===== src/snet_pkg.sv =====
// Package: shared types, constants and the tanh table of the sparse net evaluator.
`timescale 1ns / 1ps
package snet_pkg;
	localparam int MAX_NEURONS = 64;
	localparam int MAX_LINKS   = 256;
	localparam int MAX_OUTPUTS = 16;

	localparam int NEURON_AW = $clog2(MAX_NEURONS);
	localparam int LINK_AW   = $clog2(MAX_LINKS);
	localparam int LCNT_W    = $clog2(MAX_LINKS + 1);
	localparam int OUTK_W    = $clog2(MAX_OUTPUTS + 1);
	localparam int CNT_W     = $clog2(MAX_LINKS + MAX_NEURONS + MAX_OUTPUTS + 8);
	localparam int ACC_W     = 32 + LINK_AW;
	localparam int OIDX_W    = 8;

	localparam int GENE_DRAIN = 3;
	localparam int WB_DRAIN   = 2;

	localparam logic signed [15:0] Q_ONE = 16'sd4096;

	typedef enum logic [1:0] {
		OP_CLEAR  = 2'd0,
		OP_APPEND = 2'd1,
		OP_WRITE  = 2'd2,
		OP_EVAL   = 2'd3
	} opcode_t;

	localparam logic CFG_INPUT_COUNT  = 1'b0;
	localparam logic CFG_OUTPUT_COUNT = 1'b1;

	typedef struct packed {
		opcode_t            opcode;
		logic [5:0]         source_index;
		logic [5:0]         target_index;
		logic               gene_on;
		logic signed [15:0] value;
	} item_t;

	typedef struct packed {
		logic signed [15:0] out_value;
		logic               last;
	} result_t;

	typedef struct packed {
		logic [5:0]         src;
		logic [5:0]         tgt;
		logic signed [15:0] weight;
		logic               on;
	} gene_t;

	typedef struct packed {
		logic                 load;
		logic                 clr_driven;
		logic                 gene_rd;
		logic [LINK_AW-1:0]   gene_addr;
		logic                 wb_rd;
		logic [NEURON_AW-1:0] wb_addr;
		logic                 out_rd;
		logic [OUTK_W-1:0]    out_k;
		logic                 out_last;
	} cmd_t;

	typedef struct packed {
		logic [LCNT_W-1:0] link_count;
		logic [OUTK_W-1:0] out_count;
	} stat_t;

	function automatic logic [12:0] tanh_knot(input logic [4:0] k);
		logic [12:0] r;
		unique case (k)
			5'd0: r = 13'd0;
			5'd1: r = 13'd1893;
			5'd2: r = 13'd3119;
			5'd3: r = 13'd3707;
			5'd4: r = 13'd3949;
			5'd5: r = 13'd4041;
			5'd6: r = 13'd4076;
			5'd7: r = 13'd4089;
			5'd8: r = 13'd4093;
			5'd9: r = 13'd4095;
			default: r = 13'd4096;
		endcase
		return r;
	endfunction

	function automatic logic signed [15:0] tanh_pwl(input logic signed [15:0] x);
		logic [15:0] a;
		logic [4:0]  seg;
		logic [10:0] frac;
		logic [12:0] k0;
		logic [12:0] k1;
		logic [10:0] d;
		logic [21:0] p;
		logic [12:0] y;
		a    = x[15] ? 16'(-x) : 16'(x);
		seg  = a[15:11];
		frac = a[10:0];
		k0   = tanh_knot(seg);
		k1   = tanh_knot(seg + 5'd1);
		d    = 11'(k1 - k0);
		p    = 22'(d) * 22'(frac) + 22'd1024;
		if (seg >= 5'd16) begin
			y = 13'd4096;
		end else begin
			y = k0 + 13'(p >> 11);
		end
		return x[15] ? -$signed({3'b000, y}) : $signed({3'b000, y});
	endfunction
endpackage


===== src/snet_ctrl.sv =====
// Controller: sequences gene walk, write-back and readout of an evaluation.
`timescale 1ns / 1ps
module snet_ctrl import snet_pkg::*; (
	input  logic  clk,
	input  logic  arst_n,
	input  logic  start,
	input  item_t item,
	input  stat_t stat,
	output logic  busy,
	output cmd_t  cmd
);
	typedef enum logic [3:0] {
		S_IDLE  = 4'b0001,
		S_GENE  = 4'b0010,
		S_WBACK = 4'b0100,
		S_OUT   = 4'b1000
	} state_t;

	state_t           state_q;
	logic [CNT_W-1:0] cnt_q;
	logic [CNT_W-1:0] lcnt;
	logic [CNT_W-1:0] ocnt;

	assign lcnt = CNT_W'(stat.link_count);
	assign ocnt = CNT_W'(stat.out_count);
	assign busy = (state_q != S_IDLE);

	always_comb begin
		cmd            = '0;
		cmd.load       = start && (state_q == S_IDLE);
		cmd.clr_driven = cmd.load && (item.opcode == OP_EVAL);
		cmd.gene_rd    = (state_q == S_GENE) && (cnt_q < lcnt);
		cmd.gene_addr  = cnt_q[LINK_AW-1:0];
		cmd.wb_rd      = (state_q == S_WBACK) && (cnt_q < CNT_W'(MAX_NEURONS));
		cmd.wb_addr    = cnt_q[NEURON_AW-1:0];
		cmd.out_rd     = (state_q == S_OUT) && (cnt_q < ocnt);
		cmd.out_k      = cnt_q[OUTK_W-1:0];
		cmd.out_last   = (cnt_q + CNT_W'(1)) == ocnt;
	end

	always_ff @(posedge clk or negedge arst_n) begin
		if (!arst_n) begin
			state_q <= S_IDLE;
			cnt_q   <= '0;
		end else begin
			unique case (state_q)
				S_IDLE: begin
					cnt_q <= '0;
					if (cmd.clr_driven) state_q <= S_GENE;
				end
				S_GENE: begin
					if (cnt_q >= lcnt + CNT_W'(GENE_DRAIN)) begin
						state_q <= S_WBACK;
						cnt_q   <= '0;
					end else begin
						cnt_q <= cnt_q + CNT_W'(1);
					end
				end
				S_WBACK: begin
					if (cnt_q >= CNT_W'(MAX_NEURONS + WB_DRAIN)) begin
						state_q <= S_OUT;
						cnt_q   <= '0;
					end else begin
						cnt_q <= cnt_q + CNT_W'(1);
					end
				end
				S_OUT: begin
					if (cnt_q >= ocnt) begin
						state_q <= S_IDLE;
						cnt_q   <= '0;
					end else begin
						cnt_q <= cnt_q + CNT_W'(1);
					end
				end
				default: begin
					state_q <= S_IDLE;
					cnt_q   <= '0;
				end
			endcase
		end
	end
endmodule


===== config.mk =====
export PLATFORM = sky130hd
export DESIGN_NAME = snet_ctrl
export DESIGN_NICKNAME = d
export VERILOG_FILES = /design/src/snet_pkg.sv /design/src/snet_ctrl.sv
export SDC_FILE = /design/constraint.sdc
export NUM_CORES = 1
export LEC_CHECK = 0
export BUFFER_PORTS_ARGS = -buffer_cell sky130_fd_sc_hd__buf_2
export CAP_MARGIN = 20
export CORE_MARGIN = 2
export CORE_UTILIZATION = 38
export DETAILED_ROUTE_END_ITERATION = 6
export GPL_TIMING_DRIVEN = 1
export PLACE_DENSITY_LB_ADDON = 0.12
export SYNTH_ARGS = -nofsm -noshare
export SYNTH_HDL_FRONTEND = slang
export SYNTH_SLANG_ARGS = --single-unit

===== constraint.sdc =====
create_clock -name clk -period 2.3 [get_ports clk]
set_input_delay 0.23 -clock clk [delete_from_list [all_inputs] [get_ports clk]]
set_output_delay 0.23 -clock clk [all_outputs]
set_load 0.02 [all_outputs]

==> results.sh, run 1 <==
export IMPL_status="finished, final reports clean"
export IMPL_total_power_uw=574.9
export IMPL_period_share_pct=98.57
export IMPL_crit_family="compound AO/OA/AOI/OAI gates"
export IMPL_ys_seq_area_share_pct=19.89
export IMPL_synth_fp_nets=266
export IMPL_synthFlopType="dfrtp_1"
export IMPL_numCtsBuffers=3
export IMPL_grt_setup_unrepaired="yes"
export IMPL_gr_total_overflow=0
export IMPL_h_tree_depth=1
export IMPL_endpoint_kind="output port"
export IMPL_cts_tree="built"
export IMPL_ys_types=45
export IMPL_clkLatencyLatePin_ps=250
export IMPL_slowest_delay_ps=380
export IMPL_area_growth_pct=29.19
export IMPL_die_height_um=69.73
export IMPL_worstMarginPinSlew_ps=429.5
export IMPL_cap_violations=0
export IMPL_hold_viol_final=0
export IMPL_fp_coreArea_um2=4086
export IMPL_crit_required_ps=2070
export IMPL_drtIter0Drc=36
export IMPL_antenna_cells=0
export IMPL_critPathSlowestCell="dfrtp_1"
export IMPL_relSlewSlack_pct=70.97
export IMPL_clock_sinks=13
export IMPL_final_cell_mix="buf_2 (43), buf_4 (30), ha_1 (24)"
export IMPL_synth_avg_cell_area_um2=8.506
export IMPL_finalClockSkew_ps=1.219
export IMPL_die_area_um2=4862
export IMPL_timing_worst_setup_path_type="reg2out"
export IMPL_powerDensity_nw_per_um2=271.1
export IMPL_synth_edf_count=0
export IMPL_reg2reg_slack_ps=280
export IMPL_stdcell_count=302
export IMPL_grt_first_pass_wirelength_um=6755
export IMPL_worst_setup_path_start_kind="flip-flop"
export IMPL_via_per_inst=5.030
export IMPL_root_buffer="clkbuf_8"
export IMPL_slew_violations=0
export IMPL_nets=326
export IMPL_post_place_ws_ps=-143.5
export IMPL_fillCellCount=393
export IMPL_max_freq_ghz=0.4411
export IMPL_setup_violations=0
export IMPL_final_area_um2=2121
export IMPL_initial_core_util_pct=40.17
export IMPL_period_needed_ps=2267
export IMPL_path_cells="buf_6 -> ha_4 -> xnor2_1 -> nand2_1 -> a311oi_2 -> o221ai_2 -> nor4b_2 -> buf_4"
export IMPL_path_clk_slew_ps=60
export IMPL_leakage_nw=1.105
export IMPL_grt_max_degree=14
export IMPL_dp_cells=289
export IMPL_rows=23
export IMPL_path_buf_inv=2
export IMPL_grt_use_total_pct=17.11
export IMPL_ys_async_sr_fraction_pct=100.0
export IMPL_peakVddDrop_mv=0.1798
export IMPL_drcViolationCount=0
export IMPL_layout_commonest_cell="buf_2"
export IMPL_wire_per_inst_um=13.28
export IMPL_gp_routability_congestion=0.7914
export IMPL_crit_fanout=3
export IMPL_antenna_left=0
export IMPL_place_area_um2=1957
export IMPL_die_w_um=69.73
export IMPL_first_pass_iters=5
export IMPL_finalWirelength_um=4010
export IMPL_syn_area_um2=1642
export IMPL_yosysWarningCount=0
export IMPL_grt_pass1_vias=1505
export IMPL_dp_hpwl_um=3194
export IMPL_port_buffers=44
export IMPL_io_pins=74
export IMPL_drive_above_1_share_pct=40.48
export IMPL_syn_inst=193
export IMPL_arrival_ps=2040
export IMPL_antenna_found_initial=0
export IMPL_clk_path_buf_depth=2
export IMPL_vias=1519
export IMPL_synth_seq_cells=13
export IMPL_hold_class="in2reg"
export IMPL_worst_slack_ps=32.90
export IMPL_fin_setup_tns_ps=0
layer usage:
metal / track usage, % / share of wire, % / routed length [um]
met4: 6.410 / 1.9 / 77
met5: 0 / 0 / 0
met1: 22.28 / 46 / 1851
met3: 1.017 / 4.1 / 163
met2: 29.70 / 48 / 1917
Yosys cell counts, types with 2 or more instances:
cell | n | area share (%)
xnor2_1 | 13 | 6.9
nand3_1 | 9 | 2.7
buf_2 | 2 | 0.61
ha_1 | 25 | 19
nor4b_1 | 3 | 1.6
nor4b_2 | 2 | 1.8
and2_1 | 2 | 0.76
buf_4 | 19 | 8.7
a211oi_1 | 3 | 1.4
a21o_1 | 5 | 2.3
nor4_1 | 3 | 1.1
inv_1 | 18 | 4.1
o21ai_0 | 6 | 1.8
nor3_1 | 6 | 1.8
nor3_2 | 2 | 1.2
nand4_1 | 5 | 1.9
xor2_1 | 2 | 1.1
nand2_1 | 7 | 1.6
dfrtp_1 | 12 | 18
nor2_1 | 17 | 3.9
a21oi_1 | 8 | 2.4
through the flow:
step	util [%]	hold slack (ps)
after floorplan	-	-65.59
after global placement	47.89	138.7
after detailed placement	47.89	142.1
after CTS	50.67	300.7
after global routing	51.90	325.1
final	51.90	297.4
cells by family (layout without fill, tap and decap cells):
| family | count (synthesis) | in the layout | share of synthesized area (%) |
|---|---|---|---|
| AND/OR/NAND/NOR | 65 | 65 | 22.64 |
| buffers and inverters | 39 | 98 | 13.41 |
| AO/OA/AOI/OAI | 34 | 34 | 15.70 |
| adder cells (fa/ha/maj) | 25 | 25 | 19.05 |
| XOR/XNOR | 15 | 15 | 8.003 |
| flip-flops | 13 | 13 | 19.89 |
| multiplexers | 2 | 2 | 1.296 |
final cells by class:
class / count / area, um^2 / area share (%)
clock buffer: 4 / 45.04 / 2.124
timing repair buffer: 76 / 481.7 / 22.71
multi-input combinational: 141 / 1131 / 53.33
sequential: 13 / 332.8 / 15.69
tap: 50 / 62.56 / 2.950
inverter: 18 / 67.56 / 3.186
timing repair:
action | in CTS | in global routing
hold buffers | 1 | 0
endpoints found under the setup margin | 1 | 2
pin swaps | 1 | 1
buffers inserted | 5 | 3
resized for setup | 5 | 9
hold endpoints to repair | 12 | 0
state kept, by name (all words and copies together), names as in the netlist:
name and cells:
cnt_q 9, state_q 4
final timing paths:
kind                                          from                      to  cells past startpoint
worst max-delay path            cnt_q[1]$_DFF_PN0_                  cmd[0]                      8
worst min-delay path                      item[30]  state_q[0]$_DFFE_PN1P_                      3
worst max register to register  cnt_q[1]$_DFF_PN0_      cnt_q[2]$_DFF_PN0_                      8
worst min register to register  cnt_q[0]$_DFF_PN0_      cnt_q[0]$_DFF_PN0_                      2
max in group asynchronous                   arst_n  state_q[0]$_DFFE_PN1P_                      2
min in group asynchronous                   arst_n  state_q[1]$_DFFE_PN0P_                      2
worst register-to-register path: cells and delay by family, from the launching register on:
| kind | cells | cell delay, ps |
|---|---|---|
| AOI/OAI and AO/OA | 3 | 770 |
| buffers and inverters | 3 | 430 |
| DFF | 1 | 380 |
| adders and majority gates | 1 | 260 |
| and+or+nand+nor | 1 | 50 |
power breakdown:
part | switching [mW] | internal [mW]
Sequential | 0.00314 | 0.232
Combinational | 0.0665 | 0.0602
Clock | 0.0908 | 0.123
Note: power is estimated with default switching activity, not from simulation.
==> run 2: changes to the inputs <==
--- a/config.mk
+++ b/config.mk
@@ -8,10 +8,10 @@
 export BUFFER_PORTS_ARGS = -buffer_cell sky130_fd_sc_hd__buf_2
 export CAP_MARGIN = 20
 export CORE_MARGIN = 2
-export CORE_UTILIZATION = 38
+export CORE_UTILIZATION = 48
 export DETAILED_ROUTE_END_ITERATION = 6
 export GPL_TIMING_DRIVEN = 1
-export PLACE_DENSITY_LB_ADDON = 0.12
+export PLACE_DENSITY = 0.81
 export SYNTH_ARGS = -nofsm -noshare
 export SYNTH_HDL_FRONTEND = slang
 export SYNTH_SLANG_ARGS = --single-unit
==> results.sh, run 2 (synthesis results as in run 1) <==
export IMPL_worstHoldEndpoint="state_q[0]$_DFFE_PN1P_"
export IMPL_slowest_delay_ps=460
export IMPL_grt_pass1_vias=1498
export IMPL_via_per_inst=5.334
export IMPL_clkLatencyLatePin_ps=290
export IMPL_worstMarginPinSlew_ps=765.8
export IMPL_rr_worst_depth=8
export IMPL_grt_max_degree=14
export IMPL_wire_per_inst_um=13.91
export IMPL_grt_setup_unrepaired="yes"
export IMPL_min_from="item[30]"
export IMPL_antenna_cells=0
export IMPL_place_area_um2=1929
export IMPL_worst_slack_ps=-41.88
export IMPL_hold_class="in2reg"
export IMPL_drive_above_1_share_pct=42.11
export IMPL_holdPathStages=3
export IMPL_cts_tree="built"
export IMPL_gr_total_overflow=0
export IMPL_status="complete, but fails checks"
export IMPL_area_growth_pct=28.05
export IMPL_fin_setup_tns_ps=-41.88
export IMPL_antenna_left=0
export IMPL_period_share_pct=101.8
export IMPL_largestRegisters="cnt_q x9, state_q x4"
export IMPL_reg2reg_slack_ps=230
export IMPL_numCtsBuffers=3
export IMPL_die_area_um2=3904
export IMPL_crit_fanout=8
export IMPL_drtIter0Drc=56
export IMPL_fp_coreArea_um2=3311
export IMPL_path_buf_inv=2
export IMPL_final_cell_mix="buf_2 (43), buf_4 (26), ha_1 (23)"
export IMPL_period_needed_ps=2342
export IMPL_clk_path_buf_depth=2
export IMPL_drcViolationCount=0
export IMPL_finalClockSkew_ps=7.439
export IMPL_io_pins=74
export IMPL_stdcell_count=293
export IMPL_crit_family="flip-flops"
export IMPL_hold_viol_final=0
export IMPL_nets=321
export IMPL_grt_first_pass_wirelength_um=6879
export IMPL_reg2reg_from="cnt_q[4]$_DFF_PN0_"
export IMPL_violations="setup timing"
export IMPL_dp_hpwl_um=3177
export IMPL_holdWs_ps=246.1
export IMPL_arrival_ps=2110
export IMPL_vias=1563
export IMPL_critPathSlowestCell="dfrtp_1"
export IMPL_timing_worst_setup_path_type="reg2out"
export IMPL_crit_required_ps=2070
export IMPL_final_area_um2=2102
export IMPL_max_freq_ghz=0.4270
export IMPL_total_power_uw=519.3
export IMPL_setup_violations=1
export IMPL_path_clk_slew_ps=90
export IMPL_worst_setup_path_start_kind="flip-flop"
export IMPL_powerDensity_nw_per_um2=247.0
export IMPL_timing_rr_end="cnt_q[3]$_DFF_PN0_"
export IMPL_first_pass_iters=4
export IMPL_rows=21
export IMPL_max_flop_register="cnt_q"
export IMPL_initial_core_util_pct=49.58
export IMPL_slew_violations=0
export IMPL_post_place_ws_ps=-117.8
export IMPL_finalWirelength_um=4076
export IMPL_fin_util_pct=63.49
export IMPL_root_buffer="clkbuf_4"
export IMPL_leakage_nw=1.094
export IMPL_h_tree_depth=1
export IMPL_die_height_um=62.48
export IMPL_cap_violations=0
export IMPL_layout_commonest_cell="buf_2"
export IMPL_antenna_found_initial=0
export IMPL_largest_register_ffs=9
export IMPL_die_w_um=62.48
export IMPL_grt_use_total_pct=21.73
export IMPL_path_cells="buf_4 -> nand2_1 -> o21ai_0 -> mux2_2 -> o21ai_0 -> nor4b_2 -> buf_4"
export IMPL_peakVddDrop_mv=0.1720
export IMPL_endpoint_kind="output port"
export IMPL_port_buffers=44
export IMPL_relSlewSlack_pct=48.23
export IMPL_gp_routability_congestion=0.9277
export IMPL_dp_cells=282
export IMPL_clock_sinks=13
==> run 2: worst max-delay path by stage <==
stage	startpoint	endpoint	slack, ps	cells past startpoint
floorplan	stat[5]	cnt_q[2]$_DFF_PN0_	40	10
global placement	stat[5]	cnt_q[2]$_DFF_PN0_	-60	12
detailed placement	stat[5]	cnt_q[0]$_DFF_PN0_	-120	12
CTS	cnt_q[1]$_DFF_PN0_	cmd[22]	0.8	7
global route	cnt_q[1]$_DFF_PN0_	cmd[0]	-140	7
finish	cnt_q[4]$_DFF_PN0_	cmd[0]	-40	7
==> run 2: metal layers <==
metal  routed length [um]  track usage [%]  share of wire (%)
met5                    0                0                  0
met1                 1733            27.59                 43
met4                   57            5.556                1.4
met2                 2075            38.71                 51
met3                  210            2.883                5.2
==> run 2: final cells by class <==
| class | instances | area, um^2 |
|---|---|---|
| inverter | 18 | 70.07 |
| timing repair buffer | 71 | 440.4 |
| clock buffer | 4 | 26.28 |
| sequential | 13 | 334.1 |
| tap | 46 | 57.56 |
| fill | 300 | 1209 |
| multi-input combinational | 141 | 1174 |
==> run 2: tightest hold or removal path, delay by kind of cell <==
family        cells  cell delay, ps
buf+inv           1              70
simple gates      2             230
==> run 2: power breakdown <==
group	leakage (nW)	total (mW)	switching [mW]	internal, mW
Sequential	0.168	0.234	0.00309	0.231
Combinational	0.912	0.132	0.0696	0.0620
Clock	0.0150	0.153	0.0860	0.0675
Total	1.09	0.519	0.159	0.361
==> run 2: timing repair <==
| item | CTS | global route |
|---|---|---|
| buffers inserted | 3 | 3 |
| pin swaps | 0 | 3 |
| endpoints found under the hold margin | 12 | 0 |
| setup endpoints to repair | 2 | 3 |
| hold buffers | 1 | 0 |
| gates cloned | 0 | 0 |
| resized for setup | 12 | 11 |
==> run 3: changes to the inputs <==
--- a/config.mk
+++ b/config.mk
@@ -8,10 +8,11 @@
 export BUFFER_PORTS_ARGS = -buffer_cell sky130_fd_sc_hd__buf_2
 export CAP_MARGIN = 20
 export CORE_MARGIN = 2
-export CORE_UTILIZATION = 48
+export CORE_UTILIZATION = 43
+export CTS_BUF_LIST = sky130_fd_sc_hd__clkbuf_16
 export DETAILED_ROUTE_END_ITERATION = 6
 export GPL_TIMING_DRIVEN = 1
-export PLACE_DENSITY = 0.81
+export PLACE_DENSITY = 0.77
 export SYNTH_ARGS = -nofsm -noshare
 export SYNTH_HDL_FRONTEND = slang
 export SYNTH_SLANG_ARGS = --single-unit
==> constraint.sdc (replaced) <==
create_clock -name clk -period 1.98 [get_ports clk]
set_input_delay 0.198 -clock clk [delete_from_list [all_inputs] [get_ports clk]]
set_output_delay 0.198 -clock clk [all_outputs]
set_load 0.02 [all_outputs]
==> results.sh, run 3 (synthesis results as in run 1) <==
export IMPL_status="complete, but fails checks"
export IMPL_die_w_um=65.79
export IMPL_clk_path_buf_depth=2
export IMPL_reg2reg_from="cnt_q[1]$_DFF_PN0_"
export IMPL_initial_core_util_pct=44.84
export IMPL_grt_use_total_pct=22.83
export IMPL_crit_family="compound AO/OA/AOI/OAI gates"
export IMPL_clock_sinks=13
export IMPL_rr_worst_depth=8
export IMPL_port_buffers=44
export IMPL_gp_routability_congestion=0.8571
export IMPL_leakage_nw=1.199
export IMPL_dp_hpwl_um=3511
export IMPL_total_power_uw=847.2
export IMPL_largestRegisters="cnt_q x9, state_q x4"
export IMPL_grt_first_pass_wirelength_um=7521
export IMPL_endpoint_kind="output port"
export IMPL_slew_violations=0
export IMPL_crit_path_end="cmd[0]"
export IMPL_final_cell_mix="buf_4 (42), buf_2 (41), ha_1 (21)"
export IMPL_dp_cells=303
export IMPL_min_from="item[30]"
export IMPL_violations="setup timing"
export IMPL_path_buf_inv=1
export IMPL_switching_share_pct=26.34
export IMPL_max_flop_register="cnt_q"
export IMPL_rows=22
export IMPL_grt_max_degree=14
export IMPL_gr_total_overflow=0
export IMPL_largest_register_ffs=9
export IMPL_finalWirelength_um=4684
export IMPL_final_area_um2=2382
export IMPL_stdcell_count=312
export IMPL_antenna_left=0
export IMPL_via_per_inst=5.333
export IMPL_numCtsBuffers=3
export IMPL_clkLatencyLatePin_ps=250
export IMPL_cap_violations=0
export IMPL_finalClockSkew_ps=1.213
export IMPL_fp_coreArea_um2=3661
export IMPL_fin_util_pct=65.07
export IMPL_crit_fanout=4
export IMPL_internal_power_uw=624.0
export IMPL_fin_setup_tns_ps=-783.4
export IMPL_drtIter0Drc=52
export IMPL_post_place_ws_ps=-348.6
export IMPL_crit_path_start="cnt_q[0]$_DFF_PN0_"
export IMPL_area_growth_pct=45.12
export IMPL_grt_pass1_vias=1633
export IMPL_die_height_um=65.79
export IMPL_h_tree_depth=1
export IMPL_vias=1664
export IMPL_drcViolationCount=0
export IMPL_timing_rr_end="cnt_q[5]$_DFF_PN0_"
export IMPL_peakVddDrop_mv=0.3518
export IMPL_holdWs_ps=270.2
export IMPL_period_share_pct=111.2
export IMPL_seq_area_um2=331.6
export IMPL_path_clk_slew_ps=50
export IMPL_timing_worst_setup_path_type="reg2out"
export IMPL_reg2reg_slack_ps=-60
export IMPL_arrival_ps=2000
export IMPL_cts_tree="built"
export IMPL_antenna_found_initial=0
export IMPL_multi_input_area_um2=1269
export IMPL_hold_class="in2reg"
export IMPL_place_area_um2=2117
export IMPL_p_sw_uw=223.2
export IMPL_grt_setup_unrepaired="yes"
export IMPL_io_pins=74
export IMPL_power_frac_seq_pct=32.1
export IMPL_worst_slack_ps=-221.1
export IMPL_crit_required_ps=1780
export IMPL_antenna_cells=0
export IMPL_die_area_um2=4328
export IMPL_drive_above_1_share_pct=50.38
export IMPL_layout_commonest_cell="buf_4"
export IMPL_fillCellCount=296
export IMPL_path_cells="ha_4 -> xnor2_2 -> xnor2_1 -> a311oi_2 -> o221ai_2 -> nor4b_4 -> buf_4"
export IMPL_powerDensity_nw_per_um2=355.6
export IMPL_slowest_delay_ps=440
export IMPL_wire_per_inst_um=15.01
export IMPL_root_buffer="clkbuf_16"
export IMPL_relSlewSlack_pct=68.52
export IMPL_max_freq_ghz=0.4543
export IMPL_nets=338
export IMPL_period_needed_ps=2201
export IMPL_first_pass_iters=4
export IMPL_setup_violations=11
export IMPL_hold_viol_final=0
export IMPL_worstMarginPinSlew_ps=465.6
export IMPL_critPathSlowestCell="dfrtp_2"
export IMPL_cp_depth=7
export IMPL_worst_setup_path_start_kind="flip-flop"
export IMPL_p_clk_share_pct=46.0
export IMPL_power_frac_comb_pct=21.8
-- run 3: cell count changes in the layout (fill, tap and decap cells not counted), moves of 3 or more --
cell | before | now
clkbuf_16 | 0 | 3
clkbuf_4 | 3 | 0
a211oi_2 | 0 | 3
buf_4 | 26 | 42
nor3_2 | 2 | 5
buf_6 | 0 | 4
a211oi_1 | 3 | 0
-- run 3: tightest hold or removal path: cells and delay by family --
kind / cells / cell delay (ps)
buf+inv: 1 / 70
simple gates: 2 / 240
-- run 3: area by class of cell --
cell class | instances | area share [%]
multi-input cells | 141 | 53.26
repair buffers | 88 | 24.16
flip-flops and latches | 13 | 13.92
clock buffers | 3 | 3.151
inverters | 18 | 2.836
well taps | 48 | 2.521
clock inverters | 1 | 0.1576
-- run 3: layer usage --
metal / routed length, um / share of wire, % / vias up / global-route usage [%]
met2: 2496 / 53 / 42 / 43.18
li1: - / - / 821 / -
met5: 0 / 0 / - / 0
met1: 1951 / 42 / 792 / 26.32
met4: 82 / 1.8 / 0 / 8.073
met3: 153 / 3.3 / 9 / 2.215
-- run 3: how the worst min path moves through the flow --
| stage | endpoint | slack (ps) | cells after the start |
|---|---|---|---|
| 2_1_floorplan | cnt_q[0]$_DFF_PN0_ | -100 | 0 |
| 3_3_place_gp | cnt_q[3]$_DFF_PN0_ | 100 | 1 |
| 3_5_place_dp | cnt_q[3]$_DFF_PN0_ | 110 | 1 |
| 4_1_cts | state_q[0]$_DFFE_PN1P_ | 270 | 3 |
| 5_1_grt | state_q[0]$_DFFE_PN1P_ | 290 | 3 |
| 6_report | state_q[0]$_DFFE_PN1P_ | 270 | 3 |
-- run 3: what timing repair did --
item	4_1_cts	5_1_grt
hold buffers	1	0
endpoints found under the setup margin	12	12
hold endpoints to repair	12	0
pin swaps	8	8
resized for setup	16	18
buffers inserted	4	1
-- run 3: power by group through the flow --
| stage | Combinational [mW] | Clock, mW | Sequential [mW] |
|---|---|---|---|
| after CTS | 0.171 | 0.396 | 0.272 |
| after global placement | 0.155 | 0 | 0.276 |
| after detailed placement | 0.162 | 0 | 0.276 |
| after floorplan | 0.0886 | 0 | 0.276 |
| after global routing | 0.204 | 0.406 | 0.272 |
| final | 0.185 | 0.390 | 0.272 |
